===== src/hdl/mnhf_pkg.sv =====
// Shared types, constants and the reciprocal table for the masked neighbour hole fill unit.
package mnhf_pkg;

  // Store geometry
  localparam int unsigned MaxSamples = 65536;
  localparam int unsigned AddrW      = $clog2(MaxSamples);
  localparam int unsigned LimitW     = AddrW + 1;
  localparam int unsigned IdxW       = AddrW + 2;

  // Register widths
  localparam int unsigned RowW   = 13;
  localparam int unsigned ChanW  = 3;
  localparam int unsigned CountW = 17;
  localparam int unsigned CfgW   = 17;
  localparam int unsigned CfgIdxW = 2;

  // Datapath widths
  localparam int unsigned SampleW = 8;
  localparam int unsigned CountNW = 4;
  localparam int unsigned OffW    = 16;
  localparam int unsigned NumW    = 11;
  localparam int unsigned RecipW  = 17;
  localparam int unsigned ProdW   = NumW + RecipW;
  localparam int unsigned RecipShift = 16;

  // Register indexes
  localparam logic [CfgIdxW-1:0] CfgRowPixels   = 2'd0;
  localparam logic [CfgIdxW-1:0] CfgChannels    = 2'd1;
  localparam logic [CfgIdxW-1:0] CfgSampleCount = 2'd2;

  // Reset values
  localparam logic [RowW-1:0]   RowPixelsRst   = 13'd256;
  localparam logic [ChanW-1:0]  ChannelsRst    = 3'd3;
  localparam logic [CountW-1:0] SampleCountRst = 17'd65536;

  // Command codes
  localparam logic CmdWrite = 1'b0;
  localparam logic CmdRead  = 1'b1;

  typedef struct packed {
    logic               cmd;
    logic [AddrW-1:0]   address;
    logic [SampleW-1:0] sample_in;
    logic               marked_in;
  } in_item_t;

  typedef struct packed {
    logic [SampleW-1:0] sample_out;
    logic [CountNW-1:0] neighbours_used;
    logic [AddrW-1:0]   address_out;
  } out_item_t;

  typedef enum logic [2:0] {
    ST_IDLE,
    ST_OWN,
    ST_NB_RD,
    ST_NB_ACC,
    ST_NB_DIV,
    ST_DONE
  } state_e;

  // Commands from controller to datapath
  typedef struct packed {
    logic write_en;
    logic start_read;
    logic nb_read;
    logic nb_acc;
    logic nb_div;
    logic k_inc;
    logic res_load;
    logic res_sel_own;
  } ctrl_t;

  // Status from datapath to controller
  typedef struct packed {
    logic own_oob;
    logic own_mark;
    logic nb_use;
    logic k_last;
  } status_t;

  // ceil(2^16 / (n+1)) for n = 0..7; exact quotient for numerators below 2048
  function automatic logic [RecipW-1:0] recip(input logic [2:0] n);
    logic [RecipW-1:0] r;
    begin
      case (n)
        3'd0:    r = 17'd65536;
        3'd1:    r = 17'd32768;
        3'd2:    r = 17'd21846;
        3'd3:    r = 17'd16384;
        3'd4:    r = 17'd13108;
        3'd5:    r = 17'd10923;
        3'd6:    r = 17'd9363;
        3'd7:    r = 17'd8192;
        default: r = 17'd65536;
      endcase
      return r;
    end
  endfunction

endpackage


===== src/hdl/mnhf_ctrl.sv =====
// Controller state machine for the masked neighbour hole fill unit.
module mnhf_ctrl (
  input  logic              clk_i,
  input  logic              rst_ni,
  input  logic              in_valid_i,
  input  logic              in_cmd_i,
  output logic              in_stall_o,
  output logic              out_valid_o,
  input  logic              out_stall_i,
  input  mnhf_pkg::status_t status_i,
  output mnhf_pkg::ctrl_t   ctrl_o
);
  import mnhf_pkg::*;

  state_e state_q, state_d;
  logic   out_valid_q, out_valid_d;
  logic   sel_own_q, sel_own_d;
  logic   in_xfer;
  logic   out_free;

  assign in_stall_o  = (state_q != ST_IDLE);
  assign out_valid_o = out_valid_q;
  assign in_xfer     = in_valid_i && !in_stall_o;
  assign out_free    = !out_valid_q || !out_stall_i;

  always_ff @(posedge clk_i or negedge rst_ni) begin
    if (!rst_ni) begin
      state_q     <= ST_IDLE;
      out_valid_q <= 1'b0;
      sel_own_q   <= 1'b0;
    end else begin
      state_q     <= state_d;
      out_valid_q <= out_valid_d;
      sel_own_q   <= sel_own_d;
    end
  end

  always_comb begin
    state_d   = state_q;
    sel_own_d = sel_own_q;
    ctrl_o    = '0;
    ctrl_o.res_sel_own = sel_own_q;
    case (state_q)
      ST_IDLE: begin
        if (in_xfer) begin
          if (in_cmd_i == CmdWrite) begin
            ctrl_o.write_en = 1'b1;
          end else begin
            ctrl_o.start_read = 1'b1;
            state_d = ST_OWN;
          end
        end
      end
      ST_OWN: begin
        sel_own_d = status_i.own_mark && !status_i.own_oob;
        if (status_i.own_oob || status_i.own_mark) begin
          state_d = ST_DONE;
        end else begin
          state_d = ST_NB_RD;
        end
      end
      ST_NB_RD: begin
        ctrl_o.nb_read = 1'b1;
        state_d = ST_NB_ACC;
      end
      ST_NB_ACC: begin
        ctrl_o.nb_acc = 1'b1;
        if (status_i.nb_use) begin
          state_d = ST_NB_DIV;
        end else if (status_i.k_last) begin
          state_d = ST_DONE;
        end else begin
          ctrl_o.k_inc = 1'b1;
          state_d = ST_NB_RD;
        end
      end
      ST_NB_DIV: begin
        ctrl_o.nb_div = 1'b1;
        if (status_i.k_last) begin
          state_d = ST_DONE;
        end else begin
          ctrl_o.k_inc = 1'b1;
          state_d = ST_NB_RD;
        end
      end
      ST_DONE: begin
        if (out_free) begin
          ctrl_o.res_load = 1'b1;
          state_d = ST_IDLE;
        end
      end
      default: begin
        state_d = ST_IDLE;
      end
    endcase
  end

  always_comb begin
    out_valid_d = out_valid_q;
    if (ctrl_o.res_load) begin
      out_valid_d = 1'b1;
    end else if (out_valid_q && !out_stall_i) begin
      out_valid_d = 1'b0;
    end
  end

`ifndef NO_ASSERTIONS
  a_read_enters_own: assert property (@(posedge clk_i) disable iff (!rst_ni)
    (in_xfer && in_cmd_i == CmdRead) |=> (state_q == ST_OWN))
    else $error("read transfer did not start the own-entry check");

  a_div_after_acc: assert property (@(posedge clk_i) disable iff (!rst_ni)
    (state_q == ST_NB_DIV) |-> ($past(state_q) == ST_NB_ACC))
    else $error("divide step without a preceding accumulate");

  a_load_sets_valid: assert property (@(posedge clk_i) disable iff (!rst_ni)
    ctrl_o.res_load |=> out_valid_q)
    else $error("result load did not raise output valid");
`endif

endmodule


===== config.mk =====
export PLATFORM = sky130hd
export DESIGN_NAME = mnhf_ctrl
export DESIGN_NICKNAME = d
export VERILOG_FILES = /design/src/hdl/mnhf_pkg.sv /design/src/hdl/mnhf_ctrl.sv
export SDC_FILE = /design/constraint.sdc
export NUM_CORES = 1
export LEC_CHECK = 0
export ABC_AREA = 1
export BUFFER_PORTS_ARGS = -buffer_cell sky130_fd_sc_hd__buf_2
export CORE_AREA = 3 3 40 42
export DETAILED_ROUTE_END_ITERATION = 8
export DIE_AREA = 0 0 43 45
export REMOVE_ABC_BUFFERS = 1
export SETUP_SLACK_MARGIN = 0.1
export SYNTH_ARGS = -nofsm -noshare
export SYNTH_HDL_FRONTEND = slang
export SYNTH_SLANG_ARGS = --single-unit

===== constraint.sdc =====
create_clock -name clk_i -period 1.2 [get_ports clk_i]
set_clock_uncertainty 0.15 [all_clocks]
set_input_delay 0.18 -clock clk_i [delete_from_list [all_inputs] [get_ports clk_i]]
set_output_delay 0.18 -clock clk_i [all_outputs]
set_load 0.05 [all_outputs]

Word level (Yosys, flattened, before mapping) --
Index checks and enable logic that the tools add are counted.
Operators by class: equality and inequality tests 8, multiplexer cells 21, reductions and logical operators 13
Operators with widths (count):
- 3-bit two-way mux | 6
- 3-bit one-hot mux with 6 select lines | 1
- 1-bit two-way mux | 11
- 3-bit by 2-bit == test with 1-bit output (second input constant) | 2
- 3-bit == test (second input constant) | 2
- 2-bit inequality test (second input constant) | 3
- 1-bit logical NOT | 4
- 2-bit two-way mux | 2
- 3-bit by 1-bit == test with 1-bit output (second input constant) | 1
- 1-bit logical AND | 3
- 3-bit logical NOT | 1
- 3-bit AND reduction | 1
- 3-bit nonzero test | 1
- 1-bit logical OR | 2
- 1-bit one-hot mux with 2 select lines | 1
- 2-bit nonzero test | 1
Storage, ports and cells: logic and storage cells 45, input port bits 9, output and inout port bits 10, bits in registers 5

Logic depth before layout (Yosys ltp) --
Gate-level depths: netlist (run 1).
depth after elaboration 5, depth in mapped cells 7, gate-level depth less buffers 7

Worst setup path after synthesis (run 1) --
OpenSTA, ideal clock, no wires.
path kind reg2out, from register state_q[1], to output ctrl_o[6] in the netlist's numbering, cell stages (with the launch flop) 4, data required time 0.870 ns, path buffers 0, data arrival time 2.192 ns, slack -1.322 ns, path through dfrtp_1 -> nor2_1 -> nand2_1 -> nor3b_1
RTL lines:
- start, declared | RTL line mnhf_ctrl.sv:15 | state_e state_q, state_d;
- start signal, assigned | RTL line mnhf_ctrl.sv:32 | state_q <= state_d;
- end, declared | RTL line mnhf_ctrl.sv:11 | output mnhf_pkg::ctrl_t ctrl_o

==> impl_metrics.tcl, run 1 <==
set metrics [dict create \
    status "complete, but fails checks" \
    failed_checks "negative setup slack" \
    fin_crit_sh 1.41 \
    synth_top_area_share 0.350 \
    syn-instance-count 57 \
    drtAntennaViolNets 0 \
    final_layout_size_suffix_gt1_frac 0.596 \
    worst_slew_pin_slew_ns 0.198 \
    areaGrowthSynthToFinish_pct 124 \
    place.gp.congestion 0.751 \
    count_of_flip_flops_with_a_built_in_enable_after_synthesis 0 \
    globalRoute.busiestLayer "met2" \
    grt.total_usage 0.123 \
    synthFlopType "dfrtp_1" \
    yosys-top-cells-count "nand2_1, inv_1, nor2_1" \
    antenna_found_initial 0 \
    critical_path_s_slowest_cell "dfrtp_2" \
    synth_top_area_cell "dfrtp_1" \
    asr_flop_ratio_synth 1.00 \
    period_minus_slack_ns 1.70 \
    cts_tree "yes" \
    initial_drc_count 13 \
    ys.warnings.count 0 \
    critical_path.endpoint_type "output pin" \
    detail_route.wirelength_um 1320 \
    cellLeakagePower_nw 0.419 \
    cts_buffers 3 \
    worst_ep_required_time_ns 0.87 \
    insertedDiodeCount 0 \
    avgRoutedWirePerCell_um 12.1 \
    total_clock_sinks 5 \
    use_met3 0.0598 \
    netlist_top_cells_area "dfrtp_1, nand2_1, inv_1, nor2_1, nand3_1" \
    grt_first_pass_wirelength_um 1770 \
    ir_drop_v 0.00183 \
    cp.buffers_inverters 1 \
    yosys.cell_count.top_type "nand2_1" \
    hold_path_class "in -> reg" \
    finalWorstSetupSlack_ns -0.496 \
    cts.reportedPaths.clkPinSlew_ns 0.05 \
    insertion_delay_ns 0.24 \
    synth.distinct_cells 14 \
    initial_core_utilization 0.278 \
    setup-violations-final 12 \
    cells_traversed_along_the_worst_timing_path "nor2_4 > nand2_4 > nor3b_4 > buf_6" \
    routed-via-count 484 \
    clk_root_buffer_cell "clkbuf_4" \
    synth-seq-area-share 0.350 \
    placeable_core_region_um2 1280 \
    slew_viol_final 0 \
    first_global_vias 430 \
    via_per_inst 4.44 \
    post_route_core_utilization 0.625 \
    worstPathMaxFanout 5 \
    fp.dieH_um 45 \
    fin_setup_tns_ns -3.68 \
    die_area_um2 1940 \
    cpPeakStageDelay_ns 0.46 \
    final_cell_count_no_fill 109 \
    max_freq_ghz 0.590 \
    yosys_register_bits 5 \
    globalRouteOverflowTotal 0 \
    final_nets 104 \
    post_synthesis_area_per_instance_um2 6.28 \
    die_x_um 43 \
    critPathArrivalTime_ns 1.37 \
    post-place-cells 95 \
    rows 13 \
    slew_limit_headroom 0.868 \
    number_of_input_and_output_port_buffers_inserted 18 \
    gr-usage-met2 0.210 \
    gr-usage-met1 0.144 \
    path_delay_family "simple AND/OR/NAND/NOR gates" \
    cts-htree-levels 1 \
    cellPowerDensity_nw_per_um2 2830 \
    worstSetupStartpointType "flop" \
    maxCapViolations 0 \
    synth_area_um2 358 \
    clk_path_buf_depth 2 \
    grt_start_max_net_pins 6 \
    detailed_place_hpwl_um 723 \
    num_io_pins 19 \
    timing.setup.critical_path_class "reg -> out" \
    grt_setup_unrepaired "yes" \
    drt_drc_violations_left 0 \
    detailedRoute.firstPassIterationCount 4 \
    hold_violations 0 \
    holdWs_ns 0.0176 \
]
## repair_timing
action                                 in CTS  in global routing
hold buffers                                1                  0
setup endpoints to repair                  14                 14
gates resized for setup                    34                 22
pin swaps                                   3                  9
endpoints found under the hold margin       5                  0
setup buffers                               2                  7
## worst min-delay path, delay by kind of cell
kind | cells | cell delay [ns]
simple gates | 2 | 0.12
buf+inv | 1 | 0.07
## stage by stage
step	power, W	worst slack (ns)	instance area (um2)
floorplan	0.000995	-1.32	343
global placement	0.00130	-0.269	504
detailed placement	0.00131	-0.307	504
CTS	0.00183	-0.422	664
global route	0.00241	-0.557	803
finish	0.00227	-0.496	803
## routing by layer
metal / vias to the layer above / part of all wire
li1: 246 / -
met1: 216 / 0.38
met2: 20 / 0.54
met3: 2 / 0.071
met4: 0 / 0.0045
met5: - / 0
## final cells by class
| type | instances | area (um2) |
|---|---|---|
| clock buffers | 4 | 26.3 |
| fillers | 110 | 482 |
| inverters | 12 | 47.5 |
| multi-input cells | 38 | 273 |
| flip-flops and latches | 5 | 129 |
| well taps | 15 | 18.8 |
| repair buffers | 35 | 309 |
## cells by family (layout without fill, tap and decap cells)
kind of cell           after synthesis  in the layout  share of synthesized area
AOI/OAI and AO/OA                    4              4                     0.0594
buffers and inverters               14             51                      0.168
DFF                                  5              5                      0.350
and+or+nand+nor                     34             34                      0.423
## where the power goes
group	leakage, nW	internal (W)	switching (W)
registers	0.0604	0.000252	0.000130
logic	0.344	0.000757	0.000937
clock network	0.0150	0.000126	0.0000702
## flip-flops by register name, summed over array words and instances (netlist names)
signal,flops
sel_own_q,1
out_valid_o,1
state_q,3
## layout by cell type (no fill, tap or decap), types with 2 or more instances in the layout
cell	instances
nand2_1	12
buf_4	12
inv_1	11
buf_6	11
buf_2	8
nor2_4	4
nor3_4	3
nor2_1	3
nand3_1	3
clkbuf_4	3
buf_8	3
dfrtp_2	3
nand2_4	2
nor2_2	2
o21ai_0	2
dfrtp_1	2
## final timing paths
kind	startpoint	endpoint	slack (ns)	cells past startpoint
max in group asynchronous	rst_ni	state_q[1]$_DFFE_PN0P_	0.63	2
min reg2reg	out_valid_o$_DFFE_PN0P_	out_valid_o$_DFFE_PN0P_	0.39	2
max reg2reg	state_q[2]$_DFFE_PN0P_	state_q[1]$_DFFE_PN0P_	-0.24	8
max	state_q[0]$_DFFE_PN0P_	ctrl_o[6]	-0.50	4
min in group asynchronous	rst_ni	sel_own_q$_DFFE_PN0N_	0.12	2
min	out_stall_i	out_valid_o$_DFFE_PN0P_	0.02	3
Note: power is estimated with default switching activity, not from simulation.
==> inputs of run 2 (changes only) <==
--- a/config.mk
+++ b/config.mk
@@ -5,7 +5,6 @@
 export SDC_FILE = /design/constraint.sdc
 export NUM_CORES = 1
 export LEC_CHECK = 0
-export ABC_AREA = 1
 export BUFFER_PORTS_ARGS = -buffer_cell sky130_fd_sc_hd__buf_2
 export CORE_AREA = 3 3 40 42
 export DETAILED_ROUTE_END_ITERATION = 8
==> run 2 against run 1 <==
  * The run still ends with negative setup slack left
  * Register-to-register slack got worse by 0.06 ns
  * Critical path depth unchanged
  * Sequential share of layout area unchanged
  * Count of clock-buffer cells in the layout unchanged
  * Worst hold slack improved by 0.012 ns
  * Combinational power increased by 5%
  * Critical endpoint is now ctrl_o[2]
  * Sequential power increased by 1%
==> impl_metrics.tcl, run 2 <==
set metrics [dict create \
    rows 13 \
    pre_cts_ws_ns -0.308 \
    grt_start_max_net_pins 9 \
    slew_viol_final 0 \
    cts.reportedPaths.clkPinSlew_ns 0.05 \
    first_global_vias 443 \
    power.clock.fraction 0.089 \
    number_of_input_and_output_port_buffers_inserted 18 \
    slew_limit_headroom 0.852 \
    register_share_of_total_power 0.164 \
    detailed_place_hpwl_um 727 \
    grt_setup_unrepaired "yes" \
    worst_ep_required_time_ns 0.87 \
    post_synthesis_area_per_instance_um2 7.33 \
    worst_slew_pin_slew_ns 0.221 \
    yosys-top-cells-count "nor2_1, dfrtp_1, nand2_1" \
    grt_first_pass_wirelength_um 1820 \
    via_per_inst 4.82 \
    ys.warnings.count 0 \
    initial_drc_count 11 \
    timing.setup.critical_path_class "reg -> out" \
    top_register "state_q" \
    pwr-share-comb 0.748 \
    fp.dieH_um 45 \
    final_nets 98 \
    die_x_um 43 \
    worstSetupStartpointType "flop" \
    cellLeakagePower_nw 0.385 \
    detailedRoute.firstPassIterationCount 4 \
    hold_path_class "in -> reg" \
    synth.distinct_cells 21 \
    finalWorstSetupSlack_ns -0.432 \
    cellPowerDensity_nw_per_um2 2950 \
    maxCapViolations 0 \
    avgRoutedWirePerCell_um 12.2 \
    insertedDiodeCount 0 \
    hold_violations 0 \
    cts_buffers 3 \
    p_int_w 0.00124 \
    insertion_delay_ns 0.25 \
    worstPathMaxFanout 6 \
    final_layout_size_suffix_gt1_frac 0.659 \
    netlist_top_cells_area "dfrtp_1, nor2_1, nand2_1, a21oi_1, o21ai_0" \
    synthFlopType "dfrtp_1" \
    die_area_um2 1940 \
    period_minus_slack_ns 1.63 \
    synth_top_area_share 0.341 \
    mostFrequentLayoutCells "buf_6, buf_4, buf_2, nor2_1" \
    failed_checks "negative setup slack" \
    asr_flop_ratio_synth 1.00 \
    overall_power_w 0.00237 \
    yosys.cell_count.top_type "nor2_1" \
    initial_core_utilization 0.285 \
    antenna_found_initial 0 \
    critical_path.endpoint_type "output pin" \
    final_cell_count_no_fill 103 \
    synth_top_area_cell "dfrtp_1" \
    clk_root_buffer_cell "clkbuf_4" \
    critPathArrivalTime_ns 1.30 \
    switching_share 0.478 \
    setup-violations-final 12 \
    synth-seq-area-share 0.341 \
    synth_area_um2 367 \
    cts_tree "yes" \
    switchingPower_w 0.00113 \
    yosys_register_bits 5 \
    total_clock_sinks 5 \
    clk_path_buf_depth 2 \
    status "complete, but fails checks" \
    syn-instance-count 50 \
    globalRouteOverflowTotal 0 \
    drtAntennaViolNets 0 \
    routed-via-count 496 \
    fin_setup_tns_ns -3.98 \
    count_of_flip_flops_with_a_built_in_enable_after_synthesis 0 \
    cts-htree-levels 1 \
    placeable_core_region_um2 1280 \
    grt.total_usage 0.129 \
    fin_crit_sh 1.36 \
    post-place-cells 87 \
    n_fill_cell 105 \
    ir_drop_v 0.00156 \
    areaGrowthSynthToFinish_pct 119 \
    drt_drc_violations_left 0 \
    detail_route.wirelength_um 1260 \
    number_of_flip_flops_in_the_largest_register 3 \
    max_freq_ghz 0.613 \
    num_io_pins 19 \
    place.gp.congestion 0.751 \
    layout_commonest_cell "buf_6" \
]
run 2: cells by family (layout without fill, tap and decap cells):
| family | count (synthesis) | count (layout) | share of synthesized area |
|---|---|---|---|
| AND/OR/NAND/NOR | 23 | 23 | 0.314 |
| AO/OA/AOI/OAI | 15 | 15 | 0.246 |
| buffers and inverters | 7 | 45 | 0.0990 |
| flip-flops | 5 | 5 | 0.341 |
run 2: cell type report:
type,instances,area [um2],share of cell area
timing repair buffer,38,325,0.405
multi-input combinational,38,293,0.364
sequential,5,129,0.160
clock buffer,4,26.3,0.0327
tap,15,18.8,0.0234
inverter,3,11.3,0.0140
run 2: through the flow:
step,hold slack [ns],area (um2),util
after global routing,0.0316,803,0.625
after floorplan,-0.266,342,-
after detailed placement,-0.146,510,0.397
after global placement,-0.147,510,0.397
final,0.0293,803,0.625
after CTS,0.00613,667,0.519
run 2: worst paths after layout:
| kind | from | end | cells after the start | slack (ns) |
|---|---|---|---|---|
| max in group asynchronous | rst_ni | state_q[0]$_DFFE_PN0P_ | 2 | 0.63 |
| worst max-delay path | state_q[1]$_DFFE_PN0P_ | ctrl_o[2] | 4 | -0.43 |
| min in group asynchronous | rst_ni | state_q[2]$_DFFE_PN0P_ | 2 | 0.12 |
| worst max register to register | state_q[1]$_DFFE_PN0P_ | state_q[0]$_DFFE_PN0P_ | 6 | -0.30 |
| worst min register to register | sel_own_q$_DFFE_PN0N_ | sel_own_q$_DFFE_PN0N_ | 3 | 0.46 |
| worst min-delay path | status_i[3] | sel_own_q$_DFFE_PN0N_ | 2 | 0.03 |
run 2: repair_timing:
action	in CTS	in global routing
buffers inserted	5	7
pin swaps	4	3
endpoints found under the hold margin	5	0
hold buffers	1	0
gates resized for setup	29	22
gates cloned	0	0
endpoints found under the setup margin	15	15
run 2: layer usage:
layer | vias up | track usage | wire, um
met5 | - | 0 | 0
met4 | 0 | 0.0904 | 22
met3 | 3 | 0.0239 | 38
met2 | 12 | 0.228 | 652
met1 | 234 | 0.141 | 542
li1 | 247 | - | -
run 2: power groups by stage:
stage / clock (W) / combinational [W] / sequential (W)
3_5_place_dp: 0 / 0.00110 / 0.000326
2_1_floorplan: 0 / 0.000608 / 0.000449
4_1_cts: 0.000215 / 0.00140 / 0.000360
5_1_grt: 0.000218 / 0.00188 / 0.000401
3_3_place_gp: 0 / 0.00111 / 0.000322
6_report: 0.000210 / 0.00177 / 0.000388
run 2: worst max-delay path, cell delays in order (launching register included):
cell and delay, ns:
dfrtp_2 0.45, nor3b_4 0.24, a21oi_2 0.08, nor2_2 0.11, buf_6 0.17
==> inputs of run 3 (changes only) <==
--- a/config.mk
+++ b/config.mk
@@ -5,11 +5,10 @@
 export SDC_FILE = /design/constraint.sdc
 export NUM_CORES = 1
 export LEC_CHECK = 0
-export BUFFER_PORTS_ARGS = -buffer_cell sky130_fd_sc_hd__buf_2
+export BUFFER_PORTS_ARGS = -buffer_cell sky130_fd_sc_hd__buf_4
 export CORE_AREA = 3 3 40 42
 export DETAILED_ROUTE_END_ITERATION = 8
 export DIE_AREA = 0 0 43 45
-export REMOVE_ABC_BUFFERS = 1
 export SETUP_SLACK_MARGIN = 0.1
 export SYNTH_ARGS = -nofsm -noshare
 export SYNTH_HDL_FRONTEND = slang
==> run 3 against run 2 <==
  * The run still ends with negative setup slack left
  * Clock power is 11% lower
  * Final cell count down 5.8%
  * Worst hold slack improved by 0.00053 ns
  * Maximum frequency is 0.13% higher
  * Global-route usage grew 0.53 points
  * Wire length decreased by 4.6%
  * Count of clock-buffer cells in the layout did not move
  * Sequential power grew 4%
  * Critical path depth unchanged
  * Via count down 7.3%
  * Final area grew 4.8%
  * Register-to-register slack gained 0.03 ns
  * Highest routed layer is now met3
==> impl_metrics.tcl, run 3 (same netlist as run 2, synthesis figures left out) <==
set metrics [dict create \
    worstSetupStartpointType "flop" \
    cts-htree-levels 1 \
    num_io_pins 19 \
    die_x_um 43 \
    cts_tree "yes" \
    die_area_um2 1940 \
    register_share_of_total_power 0.170 \
    drt_drc_violations_left 0 \
    placeable_core_region_um2 1280 \
    detailed_place_hpwl_um 748 \
    use_met3 0.00797 \
    grt_start_max_net_pins 8 \
    final_layout_size_suffix_gt1_frac 0.720 \
    drtAntennaViolNets 0 \
    cp.buffers_inverters 1 \
    top_register "state_q" \
    gr-usage-met1 0.147 \
    cellLeakagePower_nw 0.372 \
    mappedNetlistNets 59 \
    status "complete, but fails checks" \
    critPathArrivalTime_ns 1.30 \
    mostFrequentLayoutCells "buf_4, buf_6, nor2_4, nor2_1" \
    clk_root_buffer_cell "clkbuf_4" \
    failed_checks "negative setup slack" \
    layout_commonest_cell "buf_4" \
    insertedDiodeCount 0 \
    grt_first_pass_wirelength_um 1990 \
    critical_path.endpoint_type "output pin" \
    period_minus_slack_ns 1.63 \
    ir_drop_v 0.00164 \
    first_global_vias 503 \
    worst_ep_required_time_ns 0.87 \
    avgRoutedWirePerCell_um 12.4 \
    path_delay_family "flip-flops" \
    place.gp.congestion 0.778 \
    cts.reportedPaths.clkPinSlew_ns 0.04 \
    rows 13 \
    clk_path_buf_depth 2 \
    hold_violations 0 \
    initial_drc_count 1 \
    fp.dieH_um 45 \
    detailedRoute.firstPassIterationCount 2 \
    worstPathMaxFanout 6 \
    setup-violations-final 12 \
    n_fill_cell 106 \
    globalRoute.busiestLayer "met2" \
    cells_traversed_along_the_worst_timing_path "nor3b_4 > a21oi_4 > nor2_4 > buf_6" \
    initial_core_utilization 0.285 \
    number_of_input_and_output_port_buffers_inserted 18 \
    globalRouteOverflowTotal 0 \
    timing.setup.critical_path_class "reg -> out" \
    cpPeakStageDelay_ns 0.46 \
    grt_setup_unrepaired "yes" \
    switchingPower_w 0.00116 \
    slew_viol_final 0 \
    slew_limit_headroom 0.830 \
    max_freq_ghz 0.613 \
    final_cell_count_no_fill 97 \
    hold_path_class "in -> reg" \
    worst_slew_pin_slew_ns 0.254 \
    cts_buffers 3 \
    critical_path_s_slowest_cell "dfrtp_2" \
    holdWs_ns 0.0298 \
    maxCapViolations 0 \
    pwr-share-comb 0.752 \
    fin_crit_sh 1.36 \
    final_nets 92 \
    routed-via-count 460 \
    areaGrowthSynthToFinish_pct 130 \
    finalWorstSetupSlack_ns -0.430 \
    insertion_delay_ns 0.23 \
    gr-usage-met2 0.246 \
    total_clock_sinks 5 \
    grt.total_usage 0.135 \
    switching_share 0.486 \
    power.clock.fraction 0.078 \
    number_of_flip_flops_in_the_largest_register 3 \
    post-place-cells 86 \
    via_per_inst 4.74 \
    cellPowerDensity_nw_per_um2 2830 \
    detail_route.wirelength_um 1200 \
    p_int_w 0.00122 \
    antenna_found_initial 0 \
]
==> run 3: cell count changes in the layout (fill, tap and decap cells not counted), sizes merged <==
cell | previous run | this run
buf | 37 | 31
==> run 3: repair_timing <==
item,4_1_cts,5_1_grt
gates resized for setup,27,12
hold buffers,1,0
setup endpoints to repair,14,14
buffers inserted,6,3
hold endpoints to repair,6,0
pin swaps,11,8
==> run 3: layout make-up <==
type,instances,area [um2],area share
inverters,3,11.3,0.0134
repair buffers,32,314,0.373
clock buffers,4,26.3,0.0312
well taps,15,18.8,0.0223
multi-input cells,38,342,0.406
flip-flops and latches,5,130,0.155
==> run 3: per-stage QoR <==
step | setup WS (ns) | area [um2] | power, W | setup TNS (ns) | utilization
floorplan | -0.308 | 442 | 0.00131 | -1.59 | -
global route | -0.483 | 842 | 0.00253 | -4.53 | 0.655
CTS | -0.424 | 785 | 0.00221 | -3.95 | 0.611
detailed placement | -0.270 | 611 | 0.00164 | -2.07 | 0.475
finish | -0.430 | 842 | 0.00238 | -3.97 | 0.655
global placement | -0.236 | 611 | 0.00164 | -1.95 | 0.475
==> run 3: metal layers <==
| layer | vias to the layer above | wire length, um |
|---|---|---|
| li1 | 235 | - |
| met1 | 214 | 479 |
| met2 | 11 | 668 |
| met3 | 0 | 50 |
| met4 | 0 | 0 |
| met5 | - | 0 |
==> run 3: path summary, 6_finish.rpt <==
check | startpoint | end | slack, ns | cells past startpoint
setup / recovery | state_q[1]$_DFFE_PN0P_ | ctrl_o[2] | -0.43 | 4
hold / removal | status_i[3] | sel_own_q$_DFFE_PN0N_ | 0.03 | 2
setup reg to reg | state_q[2]$_DFFE_PN0P_ | sel_own_q$_DFFE_PN0N_ | -0.27 | 4
hold reg to reg | out_valid_o$_DFFE_PN0P_ | out_valid_o$_DFFE_PN0P_ | 0.43 | 2
max in group asynchronous | rst_ni | state_q[2]$_DFFE_PN0P_ | 0.65 | 2
min in group asynchronous | rst_ni | state_q[1]$_DFFE_PN0P_ | 0.13 | 2
==> run 3: power by group through the flow <==
stage	combinational [W]	sequential, W	clock [W]
2_1_floorplan	0.000922	0.000384	0
3_3_place_gp	0.00128	0.000365	0
3_5_place_dp	0.00127	0.000367	0
4_1_cts	0.00163	0.000388	0.000196
5_1_grt	0.00191	0.000416	0.000205
6_report	0.00179	0.000405	0.000186
